### config.mk
export PLATFORM = sky130hd
export DESIGN_NAME = config_text_line_tokenizer_top
export DESIGN_NICKNAME = d
export VERILOG_FILES = /design/src/rtl/ctl_tok_pkg.sv /design/src/rtl/config_text_line_tokenizer_top.sv
export SDC_FILE = /design/constraint.sdc
export NUM_CORES = 1
export LEC_CHECK = 0
export ABC_AREA = 1
export BUFFER_PORTS_ARGS = -buffer_cell sky130_fd_sc_hd__buf_2
export CORE_MARGIN = 3
export CORE_UTILIZATION = 36
export DETAILED_ROUTE_END_ITERATION = 16
export PLACE_DENSITY = 0.57
export RECOVER_POWER = 100
export SYNTH_ARGS = -nofsm -noshare
export SYNTH_HDL_FRONTEND = slang
export SYNTH_SLANG_ARGS = --single-unit
### constraint.sdc
create_clock -name clk_i -period 4.67 [get_ports clk_i]
set_clock_uncertainty 0.2 [all_clocks]
set_input_delay 0.934 -clock clk_i [delete_from_list [all_inputs] [get_ports clk_i]]
set_output_delay 0.934 -clock clk_i [all_outputs]
set_load 0.05 [all_outputs]
### src/rtl/ctl_tok_pkg.sv
// Package for the configuration text tokenizer: result kinds, character codes,
// the result entry type and default sizes. Depends on nothing.
package ctl_tok_pkg;

  typedef enum logic [1:0] {
    KindByte = 2'd0,
    KindEow  = 2'd1,
    KindEol  = 2'd2,
    KindEoi  = 2'd3
  } kind_e;

  localparam logic [7:0] ChNul   = 8'h00;
  localparam logic [7:0] ChTab   = 8'h09;
  localparam logic [7:0] ChLf    = 8'h0A;
  localparam logic [7:0] ChCr    = 8'h0D;
  localparam logic [7:0] ChSpace = 8'h20;
  localparam logic [7:0] ChQuote = 8'h22;
  localparam logic [7:0] ChComma = 8'h2C;
  localparam logic [7:0] ChSemi  = 8'h3B;
  localparam logic [7:0] LenMax  = 8'hFF;

  localparam int unsigned LineCountBitsDef = 16;
  localparam int unsigned QueueDepth       = 8;
  localparam int unsigned MaxPerByte       = 3;

  typedef struct packed {
    kind_e       kind;
    logic [7:0]  word_byte;
    logic [7:0]  word_length;
    logic [15:0] line_number;
    logic        last;
  } res_t;

endpackage

### src/rtl/config_text_line_tokenizer_top.sv
// Top level of the configuration text tokenizer: byte classifier, line state
// and an eight-entry result queue. Depends on ctl_tok_pkg.
//
// The block takes one text byte per clock cycle while in_ready_o is high and splits
// it into word bytes, end-of-word marks (with the word length, held at 255),
// end-of-line marks (with the physical line index, counted from 0 over every CR
// or LF but the byte after a CR) and an end-of-input mark for byte 0. Comment lines
// (';' first), blank lines and the byte after a CR produce nothing; tab, space and
// comma split words outside double quotes. Each accepted byte is classified in the
// cycle it arrives and its zero to three results are pushed at once into the queue,
// which drains one result per cycle toward the output while out_ready_i is high.
// in_ready_o is high whenever the queue has room for three entries, so text streams
// in at one byte per cycle as long as the consumer keeps up; an end of input that
// closes a word and a line gives three results, and a stalled consumer backs up the
// input once six results wait. A byte's results enter the queue as it is accepted;
// the first reaches the outputs in the next cycle if the queue was empty. The last
// flag marks the final result caused by one input byte.
module config_text_line_tokenizer_top #(
  parameter int unsigned LineCountBits = ctl_tok_pkg::LineCountBitsDef
) (
  input  logic                clk_i,
  input  logic                rst_ni,
  input  logic                in_valid_i,
  output logic                in_ready_o,
  input  logic [7:0]          in_byte_i,
  output logic                out_valid_o,
  input  logic                out_ready_i,
  output logic [1:0]          kind_o,
  output logic [7:0]          word_byte_o,
  output logic [7:0]          word_length_o,
  output logic [15:0]         line_number_o,
  output logic                last_o
);

  localparam int unsigned Depth = ctl_tok_pkg::QueueDepth;
  localparam int unsigned PtrW  = $clog2(Depth);
  localparam int unsigned CntW  = $clog2(Depth + 1);
  localparam int unsigned NMax  = ctl_tok_pkg::MaxPerByte;

  // Tokenizer state.
  logic                     in_comment_q, in_comment_d;
  logic                     skip_next_q, skip_next_d;
  logic                     in_quotes_q, in_quotes_d;
  logic                     line_nonempty_q, line_nonempty_d;
  logic [7:0]               word_len_q, word_len_d;
  logic [LineCountBits-1:0] line_ctr_q, line_ctr_d;

  // Result queue.
  ctl_tok_pkg::res_t        queue_q [Depth];
  logic [PtrW-1:0]          wr_ptr_q, rd_ptr_q;
  logic [CntW-1:0]          fill_q;

  logic                     in_fire, out_fire;
  logic [1:0]               push_n;
  ctl_tok_pkg::res_t        ent [NMax];

  // Result slots in emission order: end of word, end of line or word byte,
  // end of input.
  logic                     va, vb, vc;
  ctl_tok_pkg::res_t        sa, sb, sc;

  logic [LineCountBits+15:0] line_ext;
  logic                      is_term, is_sep;

  assign in_fire  = in_valid_i && in_ready_o;
  assign out_fire = out_valid_o && out_ready_i;

  // Accept while three free entries remain.
  assign in_ready_o = (fill_q <= CntW'(Depth - NMax));

  assign line_ext = {16'b0, line_ctr_q};
  assign is_term  = (in_byte_i == ctl_tok_pkg::ChCr) || (in_byte_i == ctl_tok_pkg::ChLf);
  assign is_sep   = (in_byte_i == ctl_tok_pkg::ChTab) || (in_byte_i == ctl_tok_pkg::ChSpace)
                 || (in_byte_i == ctl_tok_pkg::ChComma);

  always_comb begin
    in_comment_d    = in_comment_q;
    skip_next_d     = skip_next_q;
    in_quotes_d     = in_quotes_q;
    line_nonempty_d = line_nonempty_q;
    word_len_d      = word_len_q;
    line_ctr_d      = line_ctr_q;
    va = 1'b0;
    vb = 1'b0;
    vc = 1'b0;
    sa = '{kind: ctl_tok_pkg::KindEow, word_byte: '0, word_length: word_len_q,
           line_number: '0, last: 1'b0};
    sb = '{kind: ctl_tok_pkg::KindEol, word_byte: '0, word_length: '0,
           line_number: line_ext[15:0], last: 1'b0};
    sc = '{kind: ctl_tok_pkg::KindEoi, word_byte: '0, word_length: '0,
           line_number: '0, last: 1'b1};

    priority if (skip_next_q) begin
      // Drop the byte after a CR, whatever it is.
      skip_next_d = 1'b0;
    end else if (in_byte_i == ctl_tok_pkg::ChNul) begin
      if (!in_comment_q) begin
        va = (word_len_q != '0);
        vb = line_nonempty_q;
      end
      vc              = 1'b1;
      in_comment_d    = 1'b0;
      in_quotes_d     = 1'b0;
      line_nonempty_d = 1'b0;
      word_len_d      = '0;
      line_ctr_d      = '0;
    end else if (is_term) begin
      if (!in_comment_q) begin
        va              = (word_len_q != '0);
        vb              = line_nonempty_q;
        word_len_d      = '0;
        line_nonempty_d = 1'b0;
        in_quotes_d     = 1'b0;
      end
      in_comment_d = 1'b0;
      skip_next_d  = (in_byte_i == ctl_tok_pkg::ChCr);
      line_ctr_d   = line_ctr_q + LineCountBits'(1);
    end else if (in_comment_q) begin
      // Drop the comment body.
    end else if ((in_byte_i == ctl_tok_pkg::ChSemi) && !line_nonempty_q) begin
      in_comment_d = 1'b1;
    end else begin
      line_nonempty_d = 1'b1;
      if (is_sep && !in_quotes_q) begin
        va         = (word_len_q != '0);
        word_len_d = '0;
      end else if (in_byte_i == ctl_tok_pkg::ChQuote) begin
        in_quotes_d = !in_quotes_q;
      end else begin
        vb = 1'b1;
        sb = '{kind: ctl_tok_pkg::KindByte, word_byte: in_byte_i, word_length: '0,
               line_number: '0, last: 1'b0};
        if (word_len_q != ctl_tok_pkg::LenMax) begin
          word_len_d = word_len_q + 8'd1;
        end
      end
    end

    // Mark the final result of this byte.
    sa.last = !vb && !vc;
    sb.last = !vc;

    // Pack the valid slots into consecutive queue entries.
    ent[0] = va ? sa : (vb ? sb : sc);
    ent[1] = (va && vb) ? sb : sc;
    ent[2] = sc;
    push_n = 2'({1'b0, va} + {1'b0, vb} + {1'b0, vc});
  end

  always_ff @(posedge clk_i or negedge rst_ni) begin
    if (!rst_ni) begin
      in_comment_q    <= 1'b0;
      skip_next_q     <= 1'b0;
      in_quotes_q     <= 1'b0;
      line_nonempty_q <= 1'b0;
      word_len_q      <= '0;
      line_ctr_q      <= '0;
    end else if (in_fire) begin
      in_comment_q    <= in_comment_d;
      skip_next_q     <= skip_next_d;
      in_quotes_q     <= in_quotes_d;
      line_nonempty_q <= line_nonempty_d;
      word_len_q      <= word_len_d;
      line_ctr_q      <= line_ctr_d;
    end
  end

  // Queue storage: write up to three entries at the write pointer.
  always_ff @(posedge clk_i) begin
    if (in_fire) begin
      for (int i = 0; i < NMax; i++) begin
        if (i < int'(push_n)) begin
          queue_q[wr_ptr_q + PtrW'(i)] <= ent[i];
        end
      end
    end
  end

  // Queue pointers and fill count.
  always_ff @(posedge clk_i or negedge rst_ni) begin
    if (!rst_ni) begin
      wr_ptr_q <= '0;
      rd_ptr_q <= '0;
      fill_q   <= '0;
    end else begin
      if (in_fire) begin
        wr_ptr_q <= wr_ptr_q + PtrW'(push_n);
      end
      if (out_fire) begin
        rd_ptr_q <= rd_ptr_q + PtrW'(1);
      end
      fill_q <= fill_q + (in_fire ? CntW'(push_n) : CntW'(0)) - (out_fire ? CntW'(1) : CntW'(0));
    end
  end

  // Present the head of the queue.
  assign out_valid_o   = (fill_q != '0);
  assign kind_o        = queue_q[rd_ptr_q].kind;
  assign word_byte_o   = queue_q[rd_ptr_q].word_byte;
  assign word_length_o = queue_q[rd_ptr_q].word_length;
  assign line_number_o = queue_q[rd_ptr_q].line_number;
  assign last_o        = queue_q[rd_ptr_q].last;

  // The queue never holds more than its depth.
  assert property (@(posedge clk_i) disable iff (!rst_ni) fill_q <= CntW'(Depth))
    else $error("result queue overflow");

  // After a CR the comment flag is already cleared.
  assert property (@(posedge clk_i) disable iff (!rst_ni) !(skip_next_q && in_comment_q))
    else $error("skip after CR while in comment");

  // A comment only starts on an empty line, and comment bytes never fill it.
  assert property (@(posedge clk_i) disable iff (!rst_ni) !(in_comment_q && line_nonempty_q))
    else $error("comment on a nonempty line");

  // A word in progress implies the line holds bytes.
  assert property (@(posedge clk_i) disable iff (!rst_ni)
      (word_len_q != '0) |-> line_nonempty_q)
    else $error("word open on empty line");

endmodule

# Word-level counts from Yosys, hierarchy flattened
# Memories as Yosys holds them, arrays and structs flattened.
# Cells that the tools add are included.
[classes]
n_lt_le_gt_ge = 4
n_reduce_logical = 24
eq_ne = 12
n_addsub = 10
bitwise_logic = 1
muxes = 66
[op_table]
columns = ["op", "count"]
rows = [
  ["35-bit 2-to-1 mux", 10],
  ["8-bit 2-to-1 mux", 8],
  ["1-bit 2-to-1 mux", 45],
  ["8-bit by 6-bit == test with 1-bit output, second input constant", 4],
  ["16-bit 2-to-1 mux", 2],
  ["8-bit by 4-bit == test with 1-bit output, second input constant", 3],
  ["16-bit by 1-bit adder with 16-bit output, second input constant", 1],
  ["6-bit AND reduction", 2],
  ["8-bit by 1-bit adder with 8-bit output, second input constant", 1],
  ["8-bit zero test", 1],
  ["8-bit != test, second input constant", 1],
  ["4-bit nonzero test", 2],
  ["8-bit nonzero test", 1],
  ["3-bit by 1-bit adder with 3-bit output, second input constant", 2],
  ["1-bit logical AND", 6],
  ["3-bit != test, second input constant", 2],
  ["4-bit by 2-bit adder with 4-bit output", 1],
  ["4-bit by 3-bit less-or-equal comparator with 1-bit output, second input constant", 1],
  ["1-bit zero test", 4],
  ["1-bit by 2-bit less-than comparator with 1-bit output, first input constant", 2],
  ["4-bit != test, second input constant", 1],
  ["4-bit AND reduction", 1],
  ["4-bit by 1-bit subtractor with 4-bit output", 1],
  ["3-bit by 2-bit adder with 3-bit output", 1],
  ["12 further kinds", 14],
]
[word_totals]
word_cells = 127
mem_count = 1
mem_bits_rw = 280
in_bits = 12
register_bits = 38
output_inout_bits = 37
[mem_list]
columns = ["name", "depth", "width", "read_ports", "rd_clocked_by_memory_dff", "write_ports", "line", "rtl"]
rows = [
  ["queue_q", 8, 35, 1, 0, 3, "config_text_line_tokenizer_top.sv:49", "ctl_tok_pkg::res_t queue_q [Depth];"],
]

# Longest topological paths before layout
[logic_depth]
word_depth = 16
mapped_depth = 24
ltp_nobuf = 20

# Least setup slack after synthesis
# No wires, ideal clock.
[synth_path]
path_kind = "input to register"
from = "input port in_byte_i[3]"
to = "memory queue_q[0][10] (netlist name)"
stages = 21
setup_slack_ns = 0.665
arrival_ns = 3.748
path_buffers = 4
setup_time_ns = 0.057
cell_sequence = "buf_4 nor2_2 nand2_1 nand2_1 nand2_1 nand2_1 nand2_1 nand2_2 inv_2 nor2_4 buf_6 buf_4 fa_1 o21ai_4 nor2_2 nor2_2 clkbuf_1 nand2_1 nand3_1 nand2_1 inv_1"
[synth_lines]
columns = ["item", "line", "rtl"]
rows = [
  ["start, declared", "config_text_line_tokenizer_top.sv:25", "input logic [7:0] in_byte_i,"],
  ["end, declared", "config_text_line_tokenizer_top.sv:49", ""],
]

# Final worst setup path
[layout_path]
from = "register rd_ptr_q[1]"
to = "output port line_number_o[10]"
[layout_via]
elab_chain_cells = 1
[layout_lines]
columns = ["item", "line", "rtl"]
rows = [
  ["start, declared", "config_text_line_tokenizer_top.sv:50", "logic [PtrW-1:0] wr_ptr_q, rd_ptr_q;"],
  ["start signal, assigned", "config_text_line_tokenizer_top.sv:190", "rd_ptr_q <= rd_ptr_q + PtrW'(1);"],
  ["memory 8 x 35 bit", "-", ""],
  ["end, declared", "config_text_line_tokenizer_top.sv:31", "output logic [15:0] line_number_o,"],
]
# Every way passes these cells.

==> impl_metrics.yaml <==
die:
  rows: 78
  io_pins: 49
  dieArea_um2: 49700
  initial_core_util_pct: 36.9
  coreArea_um2: 46000
  die_h_um: 223
  die_w_um: 223
logic_synthesis:
  synth_area_um2: 16900
  ys.flop_type: "dfxtp_1"
  avgSynthCellArea_um2: 6.63
  yosysTopAreaCell: "dfxtp_1"
  synth_edf_count: 0
  synth-seq-cells: 318
  async_reset_ff_share_pct: 11.9
  seq_area_frac_synth_pct: 38.7
  yosysWarnings: 0
  ys_types: 37
  synthCells: 2555
  syn_nets: 2583
  synth_area_leaders: "dfxtp_1, nand2_1, nor2_1"
  yosysTopAreaCellShare_pct: 33.1
flow_run:
  maxCapViolations: 1
worst_hold_path:
  whs_path_depth: 2
  min_from: "queue_q[3][32]"
  hold_path_end: "queue_q[3][32]"
  min_path_type: "reg -> reg"
timing:
  period_minus_slack_ns: 4.40
  finalHoldViolations: 0
  rsz0062_at_grt: "false"
  maxSlewViolCount: 39
  relSlewSlack_pct: -52.2
  fin_crit_sh_pct: 94.3
  fin_tns_setup_ns: 0
  clock.fmax_mhz: 227
  worst_slew_pin_slew_ns: 2.28
  setup_viol: 0
placement:
  hpwl_um: 38900
  port_buffers: 48
  gp_congestion: 0.884
worst_setup_path:
  r2r_cells: 10
  required_ns: 3.54
  worstSetupEndpointType: "output port"
  worstPathArrival_ns: 3.27
  rr_startpoint: "skip_next_q"
  regToRegSetupSlack_ns: 0.63
  cp_max_fo: 45
  critPathLaunchType: "flip-flop"
  reg2reg_to: "queue_q[4][0]"
  criticalPathCategory: "reg -> out"
clock_tree:
  cts.sinks: 318
  cts_buffer_depth: 3
  post_cts_buffers: 0
  cts_tree: "built"
  root_buffer: "clkbuf_16"
  insertion_delay_ns: 0.55
  h-tree-depth: 2
  ctsResizeCount: 0
  hold_buffers: 0
  clkTransAtPathRegs_ns: 0.06
  numCtsBuffers: 38
pwr:
  cellLeakagePower_nw: 8.78
  p_total_mw: 12.6
  p_per_area_nw_per_um2: 664
  peakVddDrop_v: 0.000901
route:
  viasPerCell: 5.70
  drc: 0
  highest_layer: "met5"
  vias: 18131
  dr_wl_met3_um: 5160
  drt-pass1-iter-count: 6
  met1_length_um: 27300
  wl_um: 64400
  initialDrtViolationCount: 1956
  dr_wl_met2_um: 29400
  wire_per_inst_um: 20.3
  postRouteAntennaNets: 0
layout:
  multiInputGateArea_um2: 8630
  num-nets-final: 2580
  seq_area_um2: 6560
  final_layout_size_suffix_gt1_share_pct: 8.25
  insertedDiodeCount: 0
  final_cell_mix: "nand2_1, nor2_1, dfxtp_1"
  fin_util_pct: 41.3
  layout_commonest_cell: "nand2_1"
  area_growth_pct: 12.1
  num-fill-cells: 4809
global_route:
  first_global_vias: 17206
  grt_usage_pct: 25.1
  grt_overflow: 0
  antenna_found_initial: 1
  grt_pass1_wl_um: 99900
  grt_max_degree: 157
run_status:
  status: "finished, violations left"
  failed_checks: "capacitance limit, slew limit"
-- final cells by class --
type / count / share of cell area [%]
Multi-Input combinational cell: 1820 / 45.4
Timing Repair Buffer: 131 / 4.43
Clock inverter: 10 / 0.520
Inverter: 243 / 4.82
Clock buffer: 60 / 6.30
Sequential cell: 318 / 34.5
Tap cell: 600 / 3.95
-- layer usage --
| layer | vias up | global-route usage [%] |
|---|---|---|
| met3 | 155 | 3.22 |
| met1 | 8680 | 33.0 |
| met4 | 2 | 10.7 |
| met2 | 850 | 41.6 |
| li1 | 8444 | - |
| met5 | - | 0 |
-- registers in the layout, summed over array words and instances, names as in the netlist --
register         flops
wr_ptr_q             3
skip_next_q          1
rd_ptr_q             3
line_ctr_q          16
queue_q            280
fill_q               4
in_quotes_q          1
word_len_q           8
in_comment_q         1
line_nonempty_q      1
-- cells by family after synthesis --
kind of cell             count (synthesis)  share of synthesized area [%]
AO/OA/AOI/OAI                          478                           15.3
flip-flops                             318                           38.7
AND/OR/NAND/NOR                       1313                           33.9
adder cells (fa/ha/maj)                 16                           1.31
buffers and inverters                  417                           10.1
XOR/XNOR                                13                          0.672
-- power breakdown --
group	total [mW]	internal [mW]	switching, mW
clock network	3.08	1.82	1.26
logic	5.60	1.50	4.10
registers	3.93	3.50	0.429
-- worst max-delay path, cell delays in order (launching register included) --
cell and delay (ns):
dfrtp_2 0.41, inv_2 0.79, clkbuf_2 0.52, o21ai_0 0.15
o22ai_1 0.18, nor2_1 0.06, a31oi_1 0.24, clkbuf_2 0.33
-- worst max path at each step --
stage                       startpoint                 to  slack, ns  depth (start not counted)
final                      rd_ptr_q[1]  line_number_o[10]       0.27                          7
after global routing       rd_ptr_q[1]  line_number_o[12]       0.19                          7
after CTS                  rd_ptr_q[1]  line_number_o[10]       0.47                          7
after detailed placement  in_byte_i[7]      queue_q[5][0]       0.32                         14
after global placement    in_byte_i[7]      queue_q[3][0]       0.34                         14
after floorplan           in_byte_i[3]     queue_q[0][10]       0.66                         21
-- cell usage after synthesis (36+ instances only) --
cell type  instances
nand2_1          573
nor2_1           316
dfxtp_1          280
o21ai_0          229
inv_1            224
nand3_1          196
nand4_1          145
a21oi_1          139
clkbuf_1          82
buf_2             49
nor2_2            47
dfrtp_1           38
o22ai_1           37
a31oi_1           36
-- through the flow --
stage | cells | hold slack (ns) | worst slack, ns | instance area, um2
after global routing | 3182 | 0.278 | 0.190 | 19000
after detailed placement | 3112 | 0.251 | 0.324 | 17900
after floorplan | 2555 | 0.237 | 0.665 | 16900
after CTS | 3182 | 0.260 | 0.470 | 19200
after global placement | 3112 | 0.245 | 0.340 | 17900
final | 3182 | 0.256 | 0.267 | 19000
Power figures use the tool's default switching activity.
